==> src/design/dbb_pkg.sv <==
// Shared types and constants for the difference bounding box block.
package dbb_pkg;

  localparam int unsigned MAX_DIM       = 4096;
  localparam int unsigned PIXEL_BITS    = 32;
  localparam int unsigned QUEUE_DEPTH   = 2;

  localparam int unsigned PIX_W         = 32;
  localparam int unsigned DIM_W         = 13;
  localparam int unsigned EDGE_W        = 12;
  localparam int unsigned CFG_IDX_W     = 2;
  localparam int unsigned CFG_DATA_W    = 32;

  localparam int unsigned CMP_BITS      = (PIXEL_BITS < PIX_W) ? PIXEL_BITS : PIX_W;
  localparam logic [PIX_W-1:0] PIX_MASK = {PIX_W{1'b1}} >> (PIX_W - CMP_BITS);

  localparam logic [DIM_W-1:0] DIM_RST  = 13'd4096;

  typedef enum logic [CFG_IDX_W-1:0] {
    CFG_FRAME_WIDTH  = 2'd0,
    CFG_FRAME_HEIGHT = 2'd1,
    CFG_COMPARE_MODE = 2'd2,
    CFG_REF_COLOR    = 2'd3
  } cfg_idx_t;

  typedef struct packed {
    logic [PIX_W-1:0] pixel_value;
    logic [PIX_W-1:0] ref_pixel;
  } dbb_in_t;

  typedef struct packed {
    logic              found;
    logic [DIM_W-1:0]  left;
    logic [DIM_W-1:0]  top;
    logic [EDGE_W-1:0] right;
    logic [EDGE_W-1:0] bottom;
  } dbb_out_t;

  // One classified pixel handed from the front end to the tracker.
  typedef struct packed {
    logic             diff;
    logic             last;
    logic [DIM_W-1:0] col;
    logic [DIM_W-1:0] row;
    logic [DIM_W-1:0] width;
    logic [DIM_W-1:0] height;
  } dbb_entry_t;

endpackage

==> src/design/dbb_front.sv <==
// Front end: configuration registers, pixel compare and raster position counters.
module dbb_front (
  input  logic                                clk,
  input  logic                                rst_n,
  input  logic                                cfg_we,
  input  logic [dbb_pkg::CFG_IDX_W-1:0]       cfg_index,
  input  logic [dbb_pkg::CFG_DATA_W-1:0]      cfg_data,
  input  logic                                in_valid,
  input  dbb_pkg::dbb_in_t                    in_data,
  input  logic                                q_full,
  output logic                                q_push,
  output dbb_pkg::dbb_entry_t                 q_entry
);

  logic [dbb_pkg::DIM_W-1:0] width_r, height_r;
  logic                      mode_r;
  logic [dbb_pkg::PIX_W-1:0] color_r;
  logic [dbb_pkg::DIM_W-1:0] col_r, col_nxt, row_r, row_nxt;

  logic [dbb_pkg::DIM_W-1:0] eff_w, eff_h;
  logic [dbb_pkg::PIX_W-1:0] other;
  logic                      row_end, frame_end;

  always_ff @(posedge clk) begin
    if (!rst_n) begin
      width_r  <= dbb_pkg::DIM_RST;
      height_r <= dbb_pkg::DIM_RST;
      mode_r   <= 1'b0;
      color_r  <= '0;
    end else if (cfg_we) begin
      case (dbb_pkg::cfg_idx_t'(cfg_index))
        dbb_pkg::CFG_FRAME_WIDTH:  width_r  <= cfg_data[dbb_pkg::DIM_W-1:0];
        dbb_pkg::CFG_FRAME_HEIGHT: height_r <= cfg_data[dbb_pkg::DIM_W-1:0];
        dbb_pkg::CFG_COMPARE_MODE: mode_r   <= cfg_data[0];
        dbb_pkg::CFG_REF_COLOR:    color_r  <= cfg_data[dbb_pkg::PIX_W-1:0];
        default: ;
      endcase
    end
  end

  // zero acts as one, anything above the limit is clamped
  always_comb begin
    if (width_r == '0)
      eff_w = dbb_pkg::DIM_W'(1);
    else if (32'(width_r) > 32'(dbb_pkg::MAX_DIM))
      eff_w = dbb_pkg::DIM_W'(dbb_pkg::MAX_DIM);
    else
      eff_w = width_r;
    if (height_r == '0)
      eff_h = dbb_pkg::DIM_W'(1);
    else if (32'(height_r) > 32'(dbb_pkg::MAX_DIM))
      eff_h = dbb_pkg::DIM_W'(dbb_pkg::MAX_DIM);
    else
      eff_h = height_r;
  end

  assign other     = mode_r ? color_r : in_data.ref_pixel;
  assign row_end   = ({1'b0, col_r} + 14'd1) >= {1'b0, eff_w};
  assign frame_end = row_end && (({1'b0, row_r} + 14'd1) >= {1'b0, eff_h});

  assign q_push = in_valid && !q_full;

  always_comb begin
    q_entry.diff   = (in_data.pixel_value & dbb_pkg::PIX_MASK) != (other & dbb_pkg::PIX_MASK);
    q_entry.last   = frame_end;
    q_entry.col    = col_r;
    q_entry.row    = row_r;
    q_entry.width  = eff_w;
    q_entry.height = eff_h;
  end

  always_comb begin
    col_nxt = col_r;
    row_nxt = row_r;
    if (q_push) begin
      if (frame_end) begin
        col_nxt = '0;
        row_nxt = '0;
      end else if (row_end) begin
        col_nxt = '0;
        row_nxt = row_r + dbb_pkg::DIM_W'(1);
      end else begin
        col_nxt = col_r + dbb_pkg::DIM_W'(1);
      end
    end
  end

  always_ff @(posedge clk) begin
    if (!rst_n) begin
      col_r <= '0;
      row_r <= '0;
    end else begin
      col_r <= col_nxt;
      row_r <= row_nxt;
    end
  end

`ifndef SYNTHESIS
  a_frame_wraps: assert property (@(posedge clk) disable iff (!rst_n)
    q_push && frame_end |=> col_r == '0 && row_r == '0)
    else $error("position counters not cleared after frame end");
`endif

endmodule

==> src/design/dbb_queue.sv <==
// Small FIFO of classified pixels between front end and tracker.
module dbb_queue #(
  parameter int unsigned DEPTH = dbb_pkg::QUEUE_DEPTH
) (
  input  logic                clk,
  input  logic                rst_n,
  input  logic                push,
  input  dbb_pkg::dbb_entry_t push_entry,
  output logic                full,
  input  logic                pop,
  output logic                head_valid,
  output dbb_pkg::dbb_entry_t head
);

  localparam int unsigned PTR_W = (DEPTH > 1) ? $clog2(DEPTH) : 1;
  localparam int unsigned CNT_W = $clog2(DEPTH + 1);

  dbb_pkg::dbb_entry_t entries [DEPTH];
  logic [PTR_W-1:0] wr_ptr_r, wr_ptr_nxt, rd_ptr_r, rd_ptr_nxt;
  logic [CNT_W-1:0] count_r, count_nxt;

  assign full       = count_r == CNT_W'(DEPTH);
  assign head_valid = count_r != '0;
  assign head       = entries[rd_ptr_r];

  always_comb begin
    wr_ptr_nxt = wr_ptr_r;
    rd_ptr_nxt = rd_ptr_r;
    count_nxt  = count_r;
    if (push)
      wr_ptr_nxt = (wr_ptr_r == PTR_W'(DEPTH - 1)) ? '0 : wr_ptr_r + PTR_W'(1);
    if (pop)
      rd_ptr_nxt = (rd_ptr_r == PTR_W'(DEPTH - 1)) ? '0 : rd_ptr_r + PTR_W'(1);
    if (push && !pop)
      count_nxt = count_r + CNT_W'(1);
    else if (pop && !push)
      count_nxt = count_r - CNT_W'(1);
  end

  always_ff @(posedge clk) begin
    if (push)
      entries[wr_ptr_r] <= push_entry;
  end

  always_ff @(posedge clk) begin
    if (!rst_n) begin
      wr_ptr_r <= '0;
      rd_ptr_r <= '0;
      count_r  <= '0;
    end else begin
      wr_ptr_r <= wr_ptr_nxt;
      rd_ptr_r <= rd_ptr_nxt;
      count_r  <= count_nxt;
    end
  end

`ifndef SYNTHESIS
  a_no_overflow: assert property (@(posedge clk) disable iff (!rst_n)
    count_r <= CNT_W'(DEPTH))
    else $error("queue count exceeds depth");
  a_no_underflow: assert property (@(posedge clk) disable iff (!rst_n)
    pop |-> head_valid)
    else $error("pop from empty queue");
`endif

endmodule

==> src/design/dbb_back.sv <==
// Tracker: folds classified pixels into the box and registers the frame result.
module dbb_back (
  input  logic                clk,
  input  logic                rst_n,
  input  logic                head_valid,
  input  dbb_pkg::dbb_entry_t head,
  output logic                pop,
  output logic                out_valid,
  input  logic                out_stall,
  output dbb_pkg::dbb_out_t   out_data
);

  logic                      any_r, any_nxt;
  logic [dbb_pkg::DIM_W-1:0] min_col_r, min_col_nxt, min_row_r, min_row_nxt;
  logic [dbb_pkg::DIM_W-1:0] max_col_r, max_col_nxt, max_row_r, max_row_nxt;
  logic                      out_valid_r, out_valid_nxt;
  dbb_pkg::dbb_out_t         out_r, out_nxt;

  logic                      hit, any_m;
  logic [dbb_pkg::DIM_W-1:0] min_col_m, min_row_m, max_col_m, max_row_m;

  // a frame's last pixel waits only if the result register is still held
  assign pop = head_valid && (!head.last || !out_valid_r || !out_stall);
  assign hit = head.diff;

  always_comb begin
    any_m     = any_r | hit;
    min_col_m = min_col_r;
    min_row_m = min_row_r;
    max_col_m = max_col_r;
    max_row_m = max_row_r;
    if (hit) begin
      min_col_m = (!any_r || head.col < min_col_r) ? head.col : min_col_r;
      min_row_m = (!any_r || head.row < min_row_r) ? head.row : min_row_r;
      max_col_m = (!any_r || head.col > max_col_r) ? head.col : max_col_r;
      max_row_m = (!any_r || head.row > max_row_r) ? head.row : max_row_r;
    end
  end

  always_comb begin
    any_nxt       = any_r;
    min_col_nxt   = min_col_r;
    min_row_nxt   = min_row_r;
    max_col_nxt   = max_col_r;
    max_row_nxt   = max_row_r;
    out_nxt       = out_r;
    out_valid_nxt = out_valid_r && out_stall;
    if (pop) begin
      if (head.last) begin
        out_valid_nxt  = 1'b1;
        out_nxt.found  = any_m;
        out_nxt.left   = any_m ? min_col_m : head.width;
        out_nxt.top    = any_m ? min_row_m : head.height;
        out_nxt.right  = any_m ? max_col_m[dbb_pkg::EDGE_W-1:0] : '0;
        out_nxt.bottom = any_m ? max_row_m[dbb_pkg::EDGE_W-1:0] : '0;
        any_nxt        = 1'b0;
        min_col_nxt    = '0;
        min_row_nxt    = '0;
        max_col_nxt    = '0;
        max_row_nxt    = '0;
      end else begin
        any_nxt     = any_m;
        min_col_nxt = min_col_m;
        min_row_nxt = min_row_m;
        max_col_nxt = max_col_m;
        max_row_nxt = max_row_m;
      end
    end
  end

  always_ff @(posedge clk) begin
    if (!rst_n) begin
      any_r       <= 1'b0;
      min_col_r   <= '0;
      min_row_r   <= '0;
      max_col_r   <= '0;
      max_row_r   <= '0;
      out_valid_r <= 1'b0;
    end else begin
      any_r       <= any_nxt;
      min_col_r   <= min_col_nxt;
      min_row_r   <= min_row_nxt;
      max_col_r   <= max_col_nxt;
      max_row_r   <= max_row_nxt;
      out_valid_r <= out_valid_nxt;
    end
  end

  always_ff @(posedge clk) begin
    out_r <= out_nxt;
  end

  assign out_valid = out_valid_r;
  assign out_data  = out_r;

`ifndef SYNTHESIS
  a_result_from_last: assert property (@(posedge clk) disable iff (!rst_n)
    $rose(out_valid_r) |-> $past(pop && head.last))
    else $error("result raised without a frame end");
  a_empty_box: assert property (@(posedge clk) disable iff (!rst_n)
    out_valid_r && !out_r.found |-> out_r.right == '0 && out_r.bottom == '0)
    else $error("empty frame reports a nonzero far edge");
  a_box_ordered: assert property (@(posedge clk) disable iff (!rst_n)
    any_r |-> min_col_r <= max_col_r && min_row_r <= max_row_r)
    else $error("tracked box is inverted");
`endif

endmodule

==> src/design/difference_bounding_box_top.sv <==
// Top level of the difference bounding box block: front end, queue and tracker.
// Throughput: one pixel per cycle, sustained while the result side keeps up.
// The result is registered: the frame's last pixel is written into the queue,
// and is folded into the result register when it is popped from the queue head.
// A held result blocks the next last pixel at the queue head; one more fits behind.
// Reset (synchronous, rst_n low): config to defaults, counters and box cleared.
module difference_bounding_box_top #(
  parameter int unsigned QUEUE_DEPTH = dbb_pkg::QUEUE_DEPTH
) (
  input  logic                           clk,
  input  logic                           rst_n,
  input  logic                           cfg_we,
  input  logic [dbb_pkg::CFG_IDX_W-1:0]  cfg_index,
  input  logic [dbb_pkg::CFG_DATA_W-1:0] cfg_data,
  input  logic                           in_valid,
  output logic                           in_stall,
  input  dbb_pkg::dbb_in_t               in_data,
  output logic                           out_valid,
  input  logic                           out_stall,
  output dbb_pkg::dbb_out_t              out_data
);

  logic                q_full, q_push, q_pop, q_head_valid;
  dbb_pkg::dbb_entry_t q_entry, q_head;

  assign in_stall = q_full;

  dbb_front u_front (
    .clk       (clk),
    .rst_n     (rst_n),
    .cfg_we    (cfg_we),
    .cfg_index (cfg_index),
    .cfg_data  (cfg_data),
    .in_valid  (in_valid),
    .in_data   (in_data),
    .q_full    (q_full),
    .q_push    (q_push),
    .q_entry   (q_entry)
  );

  dbb_queue #(
    .DEPTH (QUEUE_DEPTH)
  ) u_queue (
    .clk        (clk),
    .rst_n      (rst_n),
    .push       (q_push),
    .push_entry (q_entry),
    .full       (q_full),
    .pop        (q_pop),
    .head_valid (q_head_valid),
    .head       (q_head)
  );

  dbb_back u_back (
    .clk        (clk),
    .rst_n      (rst_n),
    .head_valid (q_head_valid),
    .head       (q_head),
    .pop        (q_pop),
    .out_valid  (out_valid),
    .out_stall  (out_stall),
    .out_data   (out_data)
  );

endmodule
==> config.mk <==
export PLATFORM = sky130hd
export DESIGN_NAME = difference_bounding_box_top
export DESIGN_NICKNAME = d
export VERILOG_FILES = /design/src/design/dbb_pkg.sv /design/src/design/dbb_front.sv /design/src/design/dbb_queue.sv /design/src/design/dbb_back.sv /design/src/design/difference_bounding_box_top.sv
export SDC_FILE = /design/constraint.sdc
export NUM_CORES = 1
export LEC_CHECK = 0
export CAP_MARGIN = 20
export CORE_MARGIN = 2
export CORE_UTILIZATION = 42
export DETAILED_ROUTE_END_ITERATION = 8
export DONT_BUFFER_PORTS = 1
export RECOVER_POWER = 25
export SYNTH_ARGS = -nofsm -noshare
export SYNTH_HDL_FRONTEND = slang
export SYNTH_SLANG_ARGS = --single-unit
==> constraint.sdc <==
create_clock -name clk -period 4.15 [get_ports clk]
set_input_delay 0.415 -clock clk [delete_from_list [all_inputs] [get_ports clk]]
set_output_delay 0.415 -clock clk [all_outputs]
set_load 0.1 [all_outputs]
==> results of run 1 <==
-- sequential cells by signal, summed over array words and instances, names as in the netlist, 2 cells and up, named ones only --
signal            cells
u_queue.entries     108
u_back.min_row_r     13
u_back.min_col_r     13
u_front.color_r      32
u_queue.count_r       2
u_front.height_r     13
u_front.col_r        13
u_back.max_col_r     13
u_front.row_r        13
u_back.out_data      51
u_front.width_r      13
u_back.max_row_r     13
-- cells in the final DEF (no fill, tap or decap), drive strengths merged, types with 6 or more instances in the layout --
master and count:
a21boi 74, a21o 10, a21oi 29, a222oi 26, a22o 16, a31oi 7
and2 7, and3 9, buf 34, clkbuf 39, clkinv 20, dfxtp 144
dlygate4sd3 34, edfxtp 159, ha 79, inv 108, mux2i 87, nand2 210
nand2b 6, nand3 36, nand4 20, nor2 37, nor3 8, nor4 8
o211ai 6, o21ai 53, o22ai 32, o31ai 13, xnor2 15, xor2 42
-- layer usage --
metal  up-vias  global-route usage (%)  share of wire (%)
met4         0                   4.562                2.3
li1       4957                       -                  -
met5         -                       0                  0
met2       319                   29.04                 44
met3        48                   3.133                6.8
met1      4832                   26.38                 47
-- worst paths after layout --
check	startpoint	to	slack [ns]	cells past startpoint
setup / recovery	u_front.row_r[1]$_SDFFE_PN0P_	u_front.row_r[8]$_SDFFE_PN0P_	0.49	14
hold / removal	rst_n	u_back.any_r$_SDFFE_PN0P_	0.02	2
setup reg to reg	u_front.row_r[1]$_SDFFE_PN0P_	u_front.row_r[8]$_SDFFE_PN0P_	0.49	14
hold reg to reg	u_front.color_r[23]$_SDFFE_PN0P_	u_front.color_r[23]$_SDFFE_PN0P_	0.46	2
-- kinds of logic after synthesis --
family / Yosys count
compound gates: 291
xor+xnor: 57
fa+ha+maj: 79
buf+inv: 175
flops: 303
mux: 88
simple gates: 363
-- area by class of cell --
cell class                      instances  area (um^2)
Fill cell                            3154        17390
Sequential cell                       303         7660
Multi-Input combinational cell        878         6107
Clock buffer                           36        804.5
Timing Repair Buffer                   71        629.4
Tap cell                              448        560.5
Inverter                              108        405.4
Clock inverter                         22        140.1
-- worst max-delay path: cells and delay by family (launching register included) --
kind,cells,cell delay [ns]
XOR/XNOR,1,0.19
AND/OR/NAND/NOR,5,1.44
flip-flops,1,0.30
AO/OA/AOI/OAI,3,0.67
buffers and inverters,3,0.51
adder cells (fa/ha/maj),2,0.48
-- synthesized netlist by cell type (2+ instances only) --
cell type    n
clkbuf_1    52
and3_1       8
and2_1       7
or3b_2       4
xnor2_1     15
buf_2        9
nand2_1    210
and3b_1      2
o21a_1       5
a21oi_1     29
dfxtp_1    144
o21ai_0     52
a21boi_0    72
inv_1      107
xor2_1      42
nor2b_1      5
ha_1        79
a222oi_1    26
nor2_1      37
mux2i_1     87
o211ai_1     6
a221o_1      2
a31o_2       5
or3_1        2
a21o_1       9
nor4_1       8
o31ai_1     13
buf_6        2
nand4_1     20
buf_1        3
a21boi_1     2
o22ai_1     31
a32o_1       4
a31oi_1      7
a22o_1      16
a211oi_1     4
nor3_1       8
nor3b_1      4
nand3_1     36
nand3b_1     2
nand2b_1     6
edfxtp_1   159
-- timing repair --
action / 4_1_cts / 5_1_grt
hold buffers: 34 / 0
endpoints found under the hold margin: 64 / 0
gates resized for setup: 0 / 0
-- power groups by stage --
stage / logic (uW) / clock network [uW] / registers (uW)
floorplan: 1960 / 0 / 4970
global placement: 2650 / 0 / 5040
detailed placement: 2700 / 0 / 5050
CTS: 2750 / 2660 / 4990
global route: 3080 / 2770 / 5030
finish: 2750 / 2590 / 4980
-- stage by stage --
step	cell area [um^2]	hold slack, ns
after floorplan	14430	0.4202
after global placement	15010	0.4478
after detailed placement	15020	0.4553
after CTS	16300	0.008519
after global routing	16310	0.01924
final	16310	0.02433
==> impl_metrics.py, run 1 <==
metrics = {
    "status": {
        "status": "finished, final reports clean",
    },
    "die": {
        "placementRows": 67,
        "num_io_pins": 156,
        "die_area_mm2": 0.03585,
        "die_h_um": 189.4,
        "dieWidth_um": 189.4,
        "core_mm2": 0.03370,
        "floorplan.initialDensity_pct": 42.82,
    },
    "yosys": {
        "synthMuxAreaShare_pct": 6.113,
        "synth-compound-area-share_pct": 14.39,
        "synth-simple-area-share_pct": 11.35,
        "synthTopCellsByArea": "edfxtp_1 (33%), dfxtp_1 (20%), ha_1 (6.9%)",
        "ys_types": 57,
        "synth.cell_area_mm2": 0.01443,
        "synth_fa_ha_area_share_pct": 6.851,
        "synth_area_leader_cell": "edfxtp_1",
        "synth_nets": 1538,
        "ys_ff_latch": 303,
        "synth-xor-area-share_pct": 3.460,
        "seq_area_frac_synth_pct": 53.07,
        "netlist_instances": 1356,
        "syn_avg_cell_area_um2": 10.64,
        "synth_warnings": 0,
        "synth_top_cell_area_share_pct": 33.09,
        "synth_edf_count": 159,
        "synth_top_family_by_area": "compound AO/OA/AOI/OAI gates",
        "synth_flop_cell": "edfxtp_1",
        "async_reset_ff_share_pct": 0,
    },
    "clock_network": {
        "clk-insertion-delay-late_ns": 0.58,
        "cts_tree": "yes",
        "cts_sinks": 303,
        "cts_buffers": 31,
        "path_clk_slew_ns": 0.06,
        "cts_buffer_depth": 3,
        "cts-htree-levels": 1,
        "cts_setup_buffers": 0,
        "cts-root-buf": "clkbuf_16",
    },
    "route": {
        "drtIter0Drc": 766,
        "drt_first_pass_iters": 5,
        "drcViolationCount": 0,
        "ant_nets": 0,
        "viasPerCell": 5.443,
        "wl_per_cell_um": 17.74,
        "route.vias.total": 10156,
        "drt_wl_total_um": 33110,
    },
    "global_routing": {
        "grt_pass1_vias": 9845,
        "grt_max_degree": 99,
        "gr-total-overflow": 0,
        "antenna_found_initial": 0,
        "grt_use_total_pct": 18.42,
        "grt_pass1_wl_um": 53190,
    },
    "timing": {
        "skew_ns": 0.008699,
        "min_period_over_period_pct": 88.19,
        "final-hold-violation-count": 0,
        "final.setup.worst_slack_ns": 0.4900,
        "maxSlewViolCount": 0,
        "setup_violations": 0,
        "worst_slew_pin_slew_ns": 0.9648,
        "rsz0062_at_grt": "false",
        "clock.fmax_ghz": 0.2732,
        "tns_ns": 0,
        "min_period_ns": 3.660,
        "slew-limit-headroom_pct": 35.68,
    },
    "layout": {
        "antenna_cells": 0,
        "syn_to_final_growth_pct": 13.02,
        "drive_gt1_share_pct": 7.123,
        "final_nets": 1575,
        "stdcell_count": 1866,
        "fin_util_pct": 48.39,
    },
    "place": {
        "placedCellCount": 1772,
        "dp_slack_ns": 0.6178,
        "hpwl_um": 23750,
        "io_buffers": 0,
        "gp_congestion": 0.8657,
    },
    "power_and_ir_drop": {
        "pwr-share-clk_pct": 25.1,
        "total_power_uw": 10330,
        "p_int_uw": 6275,
        "ir_worst_vdd_v": 0.0004126,
        "power_switching_uw": 4051,
        "seqPwrFrac_pct": 48.3,
        "p_per_area_mw_per_mm2": 633.2,
        "p_leak_uw": 0.006116,
        "p_sw_share_pct": 39.23,
        "power_frac_comb_pct": 26.6,
    },
    "setup_path": {
        "crit_top_cell": "nand3_1",
        "start_kind": "flop",
        "cp_cell_sequence": "clkbuf_1, ha_1, inv_1, nor2_1, nand3_1, inv_1, nand3_1, xnor2_1, ha_1, a21o_1, a211oi_1, nand3_1, nor3_1, a32o_1",
        "slowest_stage": "nor3_1",
        "critPathMaxFanout": 7,
        "crit_type": "flop to flop",
        "end_kind": "flop",
        "max_stage_delay_ns": 0.46,
        "cp.required_ns": 4.66,
        "arrival_ns": 4.17,
    },
    "job": {
        "maxCapViolCount": 0,
    },
    "min_path": {
        "hold_path_class": "primary input to flop",
    },
}
Note: power is estimated with default switching activity, not from simulation.
==> run 2: changes to the inputs <==
--- a/config.mk
+++ b/config.mk
@@ -12,4 +12,5 @@
 export DONT_BUFFER_PORTS = 1
 export RECOVER_POWER = 25
+export REMOVE_ABC_BUFFERS = 1
 export SYNTH_ARGS = -nofsm -noshare
 export SYNTH_HDL_FRONTEND = slang
==> constraint.sdc (replaced) <==
create_clock -name clk -period 4.15 [get_ports clk]
set_input_delay 0.415 -clock clk [delete_from_list [all_inputs] [get_ports clk]]
set_output_delay 0.415 -clock clk [all_outputs]
set_load 0.02 [all_outputs]
==> run 2 against run 1 <==
Effect of this change:
- final cell count down 1.6%
- clock skew up 0.015 ns
- flip-flop and latch count unchanged
- sequential share of layout area up 0.43 points
- cell area down 0.90%
- largest power group unchanged
- highest routed layer unchanged
==> impl_metrics.py, run 2 (synthesized netlist as in run 1, its figures left out) <==
metrics = {
    "setup_path": {
        "worst_r2r_path_depth": 12,
        "cp_cell_sequence": "nand4_1, nor2_1, nand3_1, nor2_1, xor2_1, ha_1, a21o_1, a211oi_1, and3_1, buf_4, nand2_1, o32ai_1",
        "slowest_stage": "dfxtp_1",
        "arrival_ns": 3.94,
        "end_kind": "flop",
        "crit_top_cell": "nor2_1",
        "critPathMaxFanout": 9,
        "cp.required_ns": 4.56,
        "max_stage_delay_ns": 0.53,
        "r2r_slack_ns": 0.62,
        "start_kind": "flop",
        "crit_type": "flop to flop",
    },
    "global_routing": {
        "grt_pass1_vias": 9606,
        "grt_max_degree": 105,
        "gr-total-overflow": 0,
        "grt_pass1_wl_um": 52290,
        "grt_use_total_pct": 18.31,
        "antenna_found_initial": 0,
    },
    "layout": {
        "drive_gt1_share_pct": 7.775,
        "antenna_cells": 0,
        "fin_area_mm2": 0.01616,
        "final_common_cell": "nand2_1",
        "multi_input_area_mm2": 0.006107,
        "regMostFlops": "u_queue.entries",
        "n_fill_cell": 3117,
        "largest_reg_flops": 108,
        "layout_common_cells": "nand2_1 (210), edfxtp_1 (159), dfxtp_1 (142)",
        "final_nets": 1545,
        "syn_to_final_growth_pct": 12.00,
        "regArea_mm2": 0.007660,
    },
    "clock_network": {
        "ctsHoldBuffers": 0,
        "cts_setup_buffers": 0,
        "cts-root-buf": "clkbuf_16",
        "path_clk_slew_ns": 0.06,
        "cts_sinks": 303,
        "cts-htree-levels": 2,
        "cts_buffers": 34,
        "cts_tree": "yes",
        "cts_resized": 0,
        "cts_buffer_depth": 3,
        "clk-insertion-delay-late_ns": 0.52,
    },
    "power_and_ir_drop": {
        "p_int_uw": 6643,
        "p_per_area_mw_per_mm2": 608.4,
        "p_leak_uw": 0.006065,
        "power_frac_comb_pct": 26.9,
        "seqPwrFrac_pct": 42.5,
        "power_switching_uw": 3189,
        "ir_worst_vdd_v": 0.0003455,
        "total_power_uw": 9832,
        "pwr-share-clk_pct": 30.6,
        "p_sw_share_pct": 32.44,
    },
    "route": {
        "drt_first_pass_iters": 6,
        "drtIter0Drc": 692,
        "ant_nets": 0,
        "route.vias.total": 9896,
        "drcViolationCount": 0,
        "wl_per_cell_um": 17.91,
        "drt_wl_total_um": 32900,
        "viasPerCell": 5.387,
    },
    "timing": {
        "setup_violations": 0,
        "rsz0062_at_grt": "false",
        "min_period_ns": 3.531,
        "min_period_over_period_pct": 85.08,
        "maxSlewViolCount": 0,
        "worst_slew_pin_slew_ns": 0.9641,
        "slew-limit-headroom_pct": 35.73,
        "whs_ns": 0.04899,
        "clock.fmax_ghz": 0.2832,
        "skew_ns": 0.02335,
        "final-hold-violation-count": 0,
    },
    "die": {
        "die_h_um": 189.4,
        "floorplan.initialDensity_pct": 42.82,
        "dieWidth_um": 189.4,
        "die_area_mm2": 0.03585,
        "placementRows": 67,
        "num_io_pins": 156,
        "core_mm2": 0.03370,
    },
    "status": {
        "status": "finished, final reports clean",
    },
    "min_path": {
        "hold_path_class": "primary input to flop",
        "hold_depth": 2,
    },
    "place": {
        "gp_congestion": 0.8369,
        "io_buffers": 0,
        "dpl_cell_area_mm2": 0.01504,
        "hpwl_um": 23640,
    },
    "job": {
        "maxCapViolCount": 0,
    },
}
## run 2: cell count changes in the layout (fill, tap and decap cells not counted), sizes merged
cell	delta
bufinv	+2
dlygate4sd3	-34
clkbuf	+7
inv	-1
buf	+3
clkinv	-6
## run 2: stage by stage
step           instances  utilization, %  setup WS [ns]  setup TNS (ns)
2_1_floorplan       1289               -         -1.167          -91.30
6_report            1837           47.95         0.6193               0
4_1_cts             1836           47.97         0.6078               0
3_3_place_gp        1771           44.55         0.5764               0
5_1_grt             1837           47.95         0.3383               0
3_5_place_dp        1774           44.63         0.5964               0
## run 2: power groups by stage
stage	Combinational [uW]	Sequential (uW)	Clock, uW
after floorplan	1790	4250	0
after global placement	2570	4240	0
after detailed placement	2640	4240	0
after CTS	2650	4180	3090
after global routing	2980	4230	3210
final	2640	4180	3010
## run 2: final timing paths
| path | startpoint | end |
|---|---|---|
| max | u_front.row_r[3]$_SDFFE_PN0P_ | u_front.row_r[10]$_SDFFE_PN0P_ |
| min | cfg_data[16] | u_front.color_r[16]$_SDFFE_PN0P_ |
| max reg2reg | u_front.row_r[3]$_SDFFE_PN0P_ | u_front.row_r[10]$_SDFFE_PN0P_ |
| min reg2reg | u_front.color_r[16]$_SDFFE_PN0P_ | u_front.color_r[16]$_SDFFE_PN0P_ |
## run 2: final cells by class
type	count	share of cell area (%)
multi-input cells	878	37.79
flip-flops and latches	303	47.40
repair buffers	38	1.881
well taps	448	3.469
inverters	108	2.509
clock buffers	45	5.977
clock inverters	17	0.9755
## run 2: layer usage
layer | GRT usage (%) | vias to the layer above | share of wire (%)
met1 | 25.43 | 4663 | 47
met5 | 0 | - | 0
met3 | 3.985 | 36 | 6.3
met2 | 29.02 | 309 | 45
li1 | - | 4888 | -
met4 | 4.741 | 0 | 1.6
## run 2: worst max-delay path, delay by kind of cell (launching register included)
| kind | cells | cell delay, ns |
|---|---|---|
| buffers and inverters | 1 | 0.17 |
| DFF | 1 | 0.53 |
| xor gates and xnor gates | 1 | 0.32 |
| adders and majority gates | 1 | 0.31 |
| AOI/OAI and AO/OA | 3 | 0.76 |
| and+or+nand+nor | 6 | 1.34 |
==> run 3: changes to the inputs <==
Settings changed: RECOVER_POWER 25 to unset.
==> run 3 against run 2 <==
Effect of this change:
- global-route usage stayed put
- fmax is 0.30% higher
- total power hardly changed
- first-iteration DRC count is 1.6% lower
- via count is 0.22% lower
- final cell count stayed put
- sequential power hardly changed
- sequential share of layout area hardly changed
- non-clock buffer count stayed put
- combinational power hardly changed
- critical path type unchanged
- largest cell class unchanged
==> impl_metrics.py, run 3 (synthesized netlist as in run 1, its figures left out) <==
metrics = {
    "setup_path": {
        "r2r_slack_ns": 0.63,
        "end_kind": "flop",
        "start_kind": "flop",
        "cp.required_ns": 4.56,
        "crit_type": "flop to flop",
        "critPathMaxFanout": 9,
        "arrival_ns": 3.93,
    },
    "place": {
        "io_buffers": 0,
        "gp_congestion": 0.8369,
        "hpwl_um": 23640,
        "dpl_cell_area_mm2": 0.01504,
    },
    "route": {
        "drcViolationCount": 0,
        "ant_nets": 0,
        "drt_first_pass_iters": 5,
        "route.vias.total": 9874,
        "viasPerCell": 5.375,
        "drtIter0Drc": 681,
        "drt_wl_total_um": 32850,
        "wl_per_cell_um": 17.88,
    },
    "timing": {
        "final-hold-violation-count": 0,
        "rsz0062_at_grt": "false",
        "min_period_ns": 3.520,
        "clock.fmax_ghz": 0.2841,
        "worst_slew_pin_slew_ns": 0.9696,
        "min_period_over_period_pct": 84.82,
        "skew_ns": 0.02329,
        "slew-limit-headroom_pct": 35.36,
        "setup_violations": 0,
        "maxSlewViolCount": 0,
    },
    "clock_network": {
        "cts_setup_buffers": 0,
        "ctsHoldBuffers": 0,
        "cts_sinks": 303,
        "cts_resized": 0,
        "cts_tree": "yes",
        "cts-htree-levels": 2,
        "cts_buffers": 34,
        "path_clk_slew_ns": 0.06,
        "clk-insertion-delay-late_ns": 0.52,
        "cts-root-buf": "clkbuf_16",
        "cts_buffer_depth": 3,
    },
    "global_routing": {
        "grt_pass1_wl_um": 52290,
        "antenna_found_initial": 0,
        "grt_max_degree": 105,
        "grt_pass1_vias": 9606,
        "gr-total-overflow": 0,
        "grt_use_total_pct": 18.31,
    },
    "die": {
        "dieWidth_um": 189.4,
        "floorplan.initialDensity_pct": 42.82,
        "die_area_mm2": 0.03585,
        "placementRows": 67,
        "num_io_pins": 156,
        "core_mm2": 0.03370,
        "die_h_um": 189.4,
    },
    "layout": {
        "n_fill_cell": 3115,
        "layout_common_cells": "nand2_1 (210), edfxtp_1 (159), dfxtp_1 (142)",
        "drive_gt1_share_pct": 7.847,
        "largest_reg_flops": 108,
        "final_common_cell": "nand2_1",
        "multi_input_area_mm2": 0.006107,
        "final_nets": 1545,
        "fin_area_mm2": 0.01617,
        "antenna_cells": 0,
        "regArea_mm2": 0.007660,
        "syn_to_final_growth_pct": 12.08,
        "regMostFlops": "u_queue.entries",
        "fin_util_pct": 47.99,
    },
    "power_and_ir_drop": {
        "p_per_area_mw_per_mm2": 608.0,
        "ir_worst_vdd_v": 0.0003453,
        "p_leak_uw": 0.006071,
    },
    "status": {
        "status": "finished, final reports clean",
    },
    "job": {
        "maxCapViolCount": 0,
    },
    "min_path": {
        "hold_path_class": "primary input to flop",
    },
}
run 3: cell count changes in the layout (fill, tap and decap cells not counted), sizes merged:
cell / before / now
buf: 37 / 38
clkbuf: 46 / 45
run 3: final cells by class:
cell class	instances	area share, %
clock inverter	17	0.9749
timing repair buffer	38	1.950
multi-input combinational	878	37.76
clock buffer	45	5.973
tap	448	3.466
inverter	108	2.507
sequential	303	47.37
run 3: metrics by stage:
stage | power, uW | setup slack [ns] | hold slack [ns] | cells | setup TNS (ns)
floorplan | 6039 | -1.167 | 0.4250 | 1289 | -91.30
global placement | 6812 | 0.5764 | 0.4396 | 1771 | 0
detailed placement | 6883 | 0.5964 | 0.4509 | 1774 | 0
CTS | 9922 | 0.6078 | 0.008551 | 1836 | 0
global route | 10420 | 0.3383 | 0.03530 | 1837 | 0
finish | 9832 | 0.6298 | 0.04856 | 1837 | 0
run 3: per-layer routing:
metal  part of all wire (%)  up-vias  global-route usage (%)
li1                       -     4889                       -
met2                     45      291                   29.02
met1                     47     4655                   25.43
met5                      0        -                       0
met3                    5.9       39                   3.985
met4                    1.7        0                   4.741
run 3: worst max-delay path: stages (launching register included):
cell and delay (ns):
dfxtp_1 0.53, nand4_1 0.25, nor2_1 0.33, nand3_1 0.22, nor2_1 0.17, xor2_1 0.32, ha_1 0.31, a21o_1 0.16
a211oi_1 0.27, and3_1 0.19, buf_4 0.17, nand2_1 0.19, o32ai_1 0.32
run 3: final timing paths:
kind | from | cells after the start | to
hold / removal | cfg_data[16] | 2 | u_front.color_r[16]$_SDFFE_PN0P_
setup reg to reg | u_front.row_r[3]$_SDFFE_PN0P_ | 12 | u_front.row_r[10]$_SDFFE_PN0P_
hold reg to reg | u_front.color_r[16]$_SDFFE_PN0P_ | 2 | u_front.color_r[16]$_SDFFE_PN0P_
setup / recovery | u_front.row_r[3]$_SDFFE_PN0P_ | 12 | u_front.row_r[10]$_SDFFE_PN0P_
run 3: power by group:
part	switching [uW]	internal [uW]
clock network	1190	1830
logic	1600	1050
registers	406	3770
